--- src/rtl/core/ttsu_pkg.sv ---
package ttsu_pkg;

	localparam int unsigned FAST_W      = 16;
	localparam int unsigned SLOW_W      = 32;
	localparam int unsigned RATE_W      = 20;
	localparam int unsigned PRESCALE_W  = 32;
	localparam int unsigned CFG_IDX_W   = 8;
	localparam int unsigned CFG_DATA_W  = 32;
	localparam int unsigned USEC_SHIFT_DEF = 12;

	localparam logic [RATE_W-1:0] USEC_PER_SEC = RATE_W'(1000000);

	localparam logic [PRESCALE_W-1:0] PRESCALE_RST = PRESCALE_W'(1);
	localparam logic [RATE_W-1:0]     RATE_RST     = RATE_W'(100);

	localparam logic [CFG_IDX_W-1:0] REG_USEC_PRESCALE  = CFG_IDX_W'(0);
	localparam logic [CFG_IDX_W-1:0] REG_SLOW_TICK_RATE = CFG_IDX_W'(1);

	typedef struct packed {
		logic [RATE_W-1:0] rem;
		logic [SLOW_W-1:0] quo;
		logic [RATE_W-1:0] srem;
		logic [RATE_W-1:0] squo;
		logic [31:0]       usec;
	} ttsu_div_t;

endpackage

--- src/rtl/core/ttsu_div_stage.sv ---
module ttsu_div_stage import ttsu_pkg::*; #(
	parameter bit DO_STEP = 1'b1
) (
	input  logic              clk,
	input  logic              arst_n,
	input  logic              en,
	input  logic [RATE_W-1:0] rate,
	input  logic              in_valid,
	input  ttsu_div_t         in_data,
	output logic              out_valid,
	output ttsu_div_t         out_data
);

	logic [RATE_W:0]   trial;
	logic              qbit;
	logic [RATE_W:0]   strial;
	logic              sbit;
	ttsu_div_t         nxt;

	always_comb begin
		nxt   = in_data;
		trial = {in_data.rem, in_data.quo[SLOW_W-1]};
		qbit  = (trial >= {1'b0, rate});
		nxt.rem = qbit ? RATE_W'(trial - {1'b0, rate}) : trial[RATE_W-1:0];
		nxt.quo = {in_data.quo[SLOW_W-2:0], qbit};
		strial = {in_data.srem, in_data.squo[RATE_W-1]};
		sbit   = (strial >= {1'b0, rate});
		if (DO_STEP) begin
			nxt.srem = sbit ? RATE_W'(strial - {1'b0, rate}) : strial[RATE_W-1:0];
			nxt.squo = {in_data.squo[RATE_W-2:0], sbit};
		end
	end

	always_ff @(posedge clk or negedge arst_n) begin
		if (!arst_n) begin
			out_valid <= 1'b0;
		end else if (en) begin
			out_valid <= in_valid;
		end
	end

	always_ff @(posedge clk) begin
		if (en) begin
			out_data <= nxt;
		end
	end

endmodule

--- config.mk ---
export PLATFORM = sky130hd
export DESIGN_NAME = ttsu_div_stage
export DESIGN_NICKNAME = d
export VERILOG_FILES = /design/src/rtl/core/ttsu_pkg.sv /design/src/rtl/core/ttsu_div_stage.sv
export SDC_FILE = /design/constraint.sdc
export NUM_CORES = 1
export LEC_CHECK = 0
export BUFFER_PORTS_ARGS = -buffer_cell sky130_fd_sc_hd__buf_2
export CORE_MARGIN = 5
export CORE_UTILIZATION = 40
export CTS_BUF_LIST = sky130_fd_sc_hd__clkbuf_2 sky130_fd_sc_hd__clkbuf_4 sky130_fd_sc_hd__clkbuf_8
export DETAILED_ROUTE_END_ITERATION = 8
export GPL_TIMING_DRIVEN = 1
export PLACE_DENSITY = 0.8
export SLEW_MARGIN = 25
export SYNTH_ARGS = -nofsm -noshare
export SYNTH_HDL_FRONTEND = slang
export SYNTH_SLANG_ARGS = --single-unit
export TNS_END_PERCENT = 10
--- constraint.sdc ---
create_clock -name clk -period 1.2 [get_ports clk]
set_input_delay 0.24 -clock clk [delete_from_list [all_inputs] [get_ports clk]]
set_output_delay 0.24 -clock clk [all_outputs]
set_load 0.03 [all_outputs]
==> impl_metrics.env, run 1 <==
export IMPL_postLayoutCellArea_um2=11600
export IMPL_cp_top_family="compound AO/OA/AOI/OAI gates"
export IMPL_vias=6387
export IMPL_crit_chain="buf_6 -> clkinvlp_4 -> buf_6 -> ha_4 -> a211oi_2 -> nor2_2 -> o21a_1 -> a221o_1 -> a41oi_2 -> a41o_4 -> buf_12 -> nand2_1 -> o21ai_2"
export IMPL_tightest_slew_ns=0.451
export IMPL_die_h_um=136
export IMPL_min_period_ns=2.21
export IMPL_insertion_delay_ns=0.44
export IMPL_crit_path_frequent_cell="buf_6"
export IMPL_rsz0062_at_grt="yes"
export IMPL_period_share_pct=184
export IMPL_postLayoutCoreUtil_pct=74.0
export IMPL_cp_arrival_ns=2.50
export IMPL_swShare_pct=32.5
export IMPL_final_hold_viol_count=0
export IMPL_synth_distinct_cells=55
export IMPL_cp_max_fo=18
export IMPL_hold_class="input port to register"
export IMPL_fill_cells=946
export IMPL_crit_path_max_incr_delay_ns=0.36
export IMPL_slew_headroom_pct=69.8
export IMPL_placed_area_um2=9160
export IMPL_cts_tree="yes"
export IMPL_drt_vias_per_instance=5.15
export IMPL_ys_flop_type="edfxtp_1"
export IMPL_dpl_cell_count=1110
export IMPL_clock_sinks=125
export IMPL_cp_slowest_cell="a221o_1"
export IMPL_ys_ff_latch=125
export IMPL_combPwrFrac_pct=35.1
export IMPL_p_int_mw=9.94
export IMPL_synth_cells=499
export IMPL_power_switching_mw=4.79
export IMPL_powerDensity_nw_per_um2=1270
export IMPL_power_frac_clock_pct=26.7
export IMPL_fin_nets=1201
export IMPL_crit_type="input port to register"
export IMPL_wl_um=27100
export IMPL_finalSetupTns_ns=-45.29
export IMPL_drv_slew=0
export IMPL_clock_skew_ns=0
export IMPL_fmaxAchievable_mhz=452
export IMPL_multiInputGateArea_um2=2750
export IMPL_start_util_pct=40.2
export IMPL_holdWs_ns=0.0463
export IMPL_grt_max_degree=38
export IMPL_dieArea_um2=18400
export IMPL_pwr_share_seq_pct=38.2
export IMPL_place_gp_congestion=0.890
export IMPL_violations="setup timing"
export IMPL_numCtsBuffers=17
export IMPL_endpoint_kind="register"
export IMPL_num_antenna_cells=0
export IMPL_antenna_found_initial=2
export IMPL_grt_first_pass_wirelength_um=39300
export IMPL_grt_overflow_total=0
export IMPL_synth_area_per_cell_um2=12.7
export IMPL_ys_seq_area_share_pct=59.3
export IMPL_synthArstFlopShare_pct=0.800
export IMPL_placementRows=46
export IMPL_drv_cap=0
export IMPL_path_buf_inv=4
export IMPL_final_cells=1239
export IMPL_core_area_um2=15700
export IMPL_cts_clk_slew_worst_paths_ns=0.08
export IMPL_cts_path_max_buffers=2
export IMPL_layout_drive_gt1_share_pct=52.7
export IMPL_ir_drop_v=0.000806
export IMPL_pre_cts_ws_ns=-1.53
export IMPL_dr_pass1_iters=5
export IMPL_port_buffers=272
export IMPL_fin_ws_ns=-1.01
export IMPL_route_detailed_drc=0
export IMPL_syn_nets=689
export IMPL_htreeDepth=4
export IMPL_wl_per_cell_um=21.9
export IMPL_area_growth_syn_to_layout_pct=83.8
export IMPL_grt_use_total_pct=28.6
export IMPL_cts_root_buf="clkbuf_8"
export IMPL_cp_required_ns=1.49
export IMPL_status="finished, violations left"
export IMPL_die_width_um=136
export IMPL_ant_nets=0
export IMPL_ios=273
export IMPL_cp_start_kind="input port"
export IMPL_grt_pass1_vias=6656
export IMPL_fin_total_pwr_mw=14.7
export IMPL_syn_cell_area_um2=6320
export IMPL_yosysWarnings=0
export IMPL_first_iter_violations=471
export IMPL_hpwl_um=16800
export IMPL_leakage_nw=5.18
export IMPL_synth_edf_count=124
export IMPL_register_area_um2=3750
export IMPL_setup_viol=167
sequential cells by signal, indices dropped and copies added, names as in the netlist:
| register | flops |
|---|---|
| out_valid | 1 |
| out_data | 124 |
synthesized netlist by cell type (2+ instances only):
cell       instances  area (um2)
xor2_1            10        87.6
buf_6              4        45.0
o21ai_0           26         130
edfxtp_1         124        3720
nand4_1            6        37.5
a21boi_0           3        22.5
mux2i_1            5        50.1
o21a_1             6        45.0
o2111ai_1          2        17.5
nor2b_1            6        37.5
inv_1             40         150
a31oi_1            3        18.8
fa_1               2        40.0
o21ai_2            5        43.8
and3_1             3        18.8
o211ai_1           4        30.0
a211oi_1           6        45.0
mux2_2             2        22.5
o21ai_1            3        15.0
ha_1              40         500
clkbuf_1           2        7.51
o31ai_1            8        60.1
xnor2_1           14         123
nand2_1           45         169
a21o_1            11        82.6
nor2_1            23        86.3
and4_1             2        17.5
and2_1             2        12.5
nor3_1             8        40.0
or3_1              2        12.5
nand2b_1           3        18.8
nor3b_1            2        15.0
a21oi_1           29         145
mux2_1            15         169
o21bai_1           4        30.0
nand3_1           10        50.1
path summary, 6_finish.rpt:
kind | start | endpoint | slack [ns] | depth (start not counted)
worst max register to register | out_valid | out_valid | 0.41 | 1
max in group asynchronous | arst_n | out_valid | 1.01 | 2
worst max-delay path | rate[7] | out_data[112] | -1.01 | 13
min in group asynchronous | arst_n | out_valid | 0.10 | 2
worst min-delay path | in_valid | out_valid | 0.05 | 2
worst min register to register | out_valid | out_valid | 0.57 | 1
power groups by stage:
stage | combinational (mW) | clock (mW) | sequential, mW
floorplan | 1.37 | 0 | 6.52
global placement | 3.89 | 0 | 5.54
detailed placement | 3.96 | 0 | 5.56
CTS | 4.95 | 3.88 | 5.59
global route | 5.42 | 4.12 | 5.66
finish | 5.17 | 3.93 | 5.63
area by class of cell:
class                           count  share of cell area (%)
Clock buffer                       17                    2.01
Inverter                           40                    1.57
Tap cell                          216                    2.33
Sequential cell                   125                    32.3
Clock inverter                     14                    1.46
Timing Repair Buffer              501                    36.7
Multi-Input combinational cell    326                    23.7
repair_timing:
item / 4_1_cts / 5_1_grt
setup buffers: 9 / 7
hold buffers: 83 / 0
endpoints found under the setup margin: 167 / 167
resized for setup: 298 / 47
pin swaps: 9 / 31
cloned: 3 / 0
hold endpoints to repair: 83 / 0
logic make-up (layout without fill, tap and decap cells):
logic type,after synthesis,after routing,synth area share [%]
mux,22,22,3.82
compound gates,122,122,12.8
flops,125,125,59.3
buf+inv,48,572,3.40
simple gates,116,116,8.77
xor+xnor,24,24,3.32
fa+ha+maj,42,42,8.55
metal layers:
metal	up-vias	global-route usage (%)	routed length (um)
li1	2895	-	-
met1	3075	32.0	9970
met2	329	51.1	13800
met3	84	7.02	1990
met4	4	13.7	1310
met5	-	0	33
layout by cell type, fill, tap and decap left out, types with 12 or more instances in the layout:
master,count
o21ai_0,15
a21oi_1,24
ha_1,28
buf_2,138
dlygate4sd3_1,83
inv_1,29
buf_6,140
nand2_1,45
mux2_4,16
buf_4,130
edfxtp_1,124
nor2_1,21
clkbuf_8,17
xnor2_1,13
o21ai_2,12
Power figures use the tool's default switching activity.
==> run 2, diff against run 1 <==
BUFFER_PORTS_ARGS = default   (was -buffer_cell sky130_fd_sc_hd__buf_2)
DONT_BUFFER_PORTS = 1   (was default)
PLACE_DENSITY = 0.65   (was 0.8)
==> run 2 against run 1 <==
- the flow finishes with violations (hold timing, setup timing)
- sequential power increased by 16%
- clock power rose by 14%
- count of clock-buffer cells in the layout increased by 1
- register-to-register slack hardly changed
- wire length decreased by 21%
- global-route usage down 6.8 points
- highest routed layer is now met4
==> impl_metrics.env, run 2 (synthesized netlist as in run 1, its figures left out) <==
export IMPL_grt_overflow_total=0
export IMPL_violations="hold timing, setup timing"
export IMPL_largest_reg_flops=124
export IMPL_die_h_um=136
export IMPL_hold_class="input port to register"
export IMPL_wl_um=21500
export IMPL_numCtsBuffers=17
export IMPL_hold_depth=0
export IMPL_cp_slowest_cell="mux2_4"
export IMPL_core_area_um2=15700
export IMPL_cp_max_fo=7
export IMPL_crit_path_frequent_cell="nor3_4"
export IMPL_hpwl_um=14600
export IMPL_path_buf_inv=2
export IMPL_grt_use_total_pct=21.9
export IMPL_ant_nets=0
export IMPL_postLayoutCoreUtil_pct=62.0
export IMPL_r2r_end="out_valid"
export IMPL_endpoint_kind="register"
export IMPL_combPwrFrac_pct=20.2
export IMPL_dieArea_um2=18400
export IMPL_clock_skew_ns=0
export IMPL_p_int_mw=9.53
export IMPL_ios=273
export IMPL_holdPathEnd="out_data[62]"
export IMPL_regMostFlops="out_data"
export IMPL_fmaxAchievable_mhz=474
export IMPL_dr_pass1_iters=4
export IMPL_num_antenna_cells=0
export IMPL_crit_path_max_incr_delay_ns=0.31
export IMPL_htreeDepth=4
export IMPL_period_share_pct=176
export IMPL_tightest_slew_ns=0.481
export IMPL_drt_vias_per_instance=5.17
export IMPL_wl_per_cell_um=21.6
export IMPL_leakage_nw=3.95
export IMPL_rsz0062_at_grt="yes"
export IMPL_placementRows=46
export IMPL_largestRegisters="out_data (124), out_valid (1)"
export IMPL_fin_nets=957
export IMPL_crit_type="input port to register"
export IMPL_status="finished, violations left"
export IMPL_powerDensity_nw_per_um2=1420
export IMPL_antenna_found_initial=0
export IMPL_place_gp_congestion=0.853
export IMPL_power_frac_clock_pct=32.5
export IMPL_cts_root_buf="clkbuf_8"
export IMPL_area_growth_syn_to_layout_pct=54.2
export IMPL_cp_required_ns=1.39
export IMPL_slew_headroom_pct=67.1
export IMPL_holdBufCountCts=118
export IMPL_layout_commonest_cell="buf_4"
export IMPL_finalSetupTns_ns=-37.39
export IMPL_cts_tree="yes"
export IMPL_drv_cap=0
export IMPL_cts_clk_slew_worst_paths_ns=0.09
export IMPL_power_switching_mw=4.30
export IMPL_drv_slew=0
export IMPL_pwr_share_seq_pct=47.3
export IMPL_cp_top_family="compound AO/OA/AOI/OAI gates"
export IMPL_cp_num_cells=11
export IMPL_pre_cts_ws_ns=-1.36
export IMPL_cts_path_max_buffers=2
export IMPL_grt_pass1_vias=5264
export IMPL_port_buffers=0
export IMPL_grt_max_degree=126
export IMPL_grt_first_pass_wirelength_um=29800
export IMPL_die_width_um=136
export IMPL_first_iter_violations=279
export IMPL_start_util_pct=40.2
export IMPL_insertion_delay_ns=0.44
export IMPL_layout_drive_gt1_share_pct=32.6
export IMPL_clock_sinks=125
export IMPL_holdWs_ns=-0.102
export IMPL_final_cell_mix="buf_4, edfxtp_1, dlygate4sd3_1"
export IMPL_hold_start="en"
export IMPL_cp_start_kind="input port"
export IMPL_ir_drop_v=0.000920
export IMPL_cp_arrival_ns=2.30
export IMPL_fin_ws_ns=-0.911
export IMPL_rrSetupSlack_ns=0.42
export IMPL_r2r_cells=1
export IMPL_final_hold_viol_count=25
export IMPL_crit_chain="inv_2 -> ha_4 -> a21o_1 -> a21oi_4 -> o21bai_2 -> nor3_4 -> nor3_4 -> a211oi_2 -> o21a_2 -> buf_12 -> mux2_4"
export IMPL_swShare_pct=31.1
export IMPL_min_period_ns=2.11
export IMPL_rr_startpoint="out_valid"
export IMPL_vias=5146
export IMPL_setup_viol=167
export IMPL_route_detailed_drc=0
run 2: worst max-delay path by stage:
stage	from	slack, ns	end
after CTS	rate[7]	-0.83	out_data[120]
after detailed placement	in_data[51]	-1.36	out_data[68]
after global placement	rate[8]	-1.32	out_data[68]
after floorplan	rate[1]	-1.16	out_data[66]
after global routing	rate[10]	-0.96	out_data[60]
final	rate[6]	-0.91	out_data[60]
run 2: through the flow:
stage          instance area [um2]  std cells  hold WS (ns)  total power, mW
2_1_floorplan                 6550        499       -0.0556             7.89
3_3_place_gp                  7710        833       -0.0555             8.75
3_5_place_dp                  7710        833       -0.0555             8.81
4_1_cts                       9490        986        -0.123             13.7
5_1_grt                       9750        996        -0.127             14.4
6_report                      9750        996        -0.102             13.8
run 2: power by group through the flow:
stage | logic, mW | registers, mW | clock network (mW)
CTS | 2.58 | 6.56 | 4.55
global route | 3.01 | 6.59 | 4.77
finish | 2.79 | 6.55 | 4.49
detailed placement | 2.16 | 6.65 | 0
floorplan | 1.37 | 6.52 | 0
global placement | 2.09 | 6.65 | 0
run 2: what timing repair did:
item,4_1_cts,5_1_grt
gates cloned,0,3
pin swaps,10,12
setup buffers,3,7
gates resized for setup,25,38
hold endpoints to repair,241,124
setup endpoints to repair,167,167
run 2: final cells by class:
| cell class | instances | area (um2) |
|---|---|---|
| repair buffers | 257 | 2280 |
| inverters | 40 | 186 |
| fillers | 1206 | 5960 |
| multi-input cells | 326 | 2790 |
| well taps | 216 | 270 |
| flip-flops and latches | 125 | 3750 |
| clock buffers | 18 | 241 |
| clock inverters | 14 | 229 |
run 2: per-layer routing:
| layer | global-route usage (%) | up-vias | routed length [um] |
|---|---|---|---|
| li1 | - | 2413 | - |
| met4 | 5.82 | 0 | 329 |
| met2 | 40.4 | 234 | 11200 |
| met5 | 0 | - | 0 |
| met1 | 23.6 | 2473 | 8000 |
| met3 | 7.80 | 26 | 2000 |
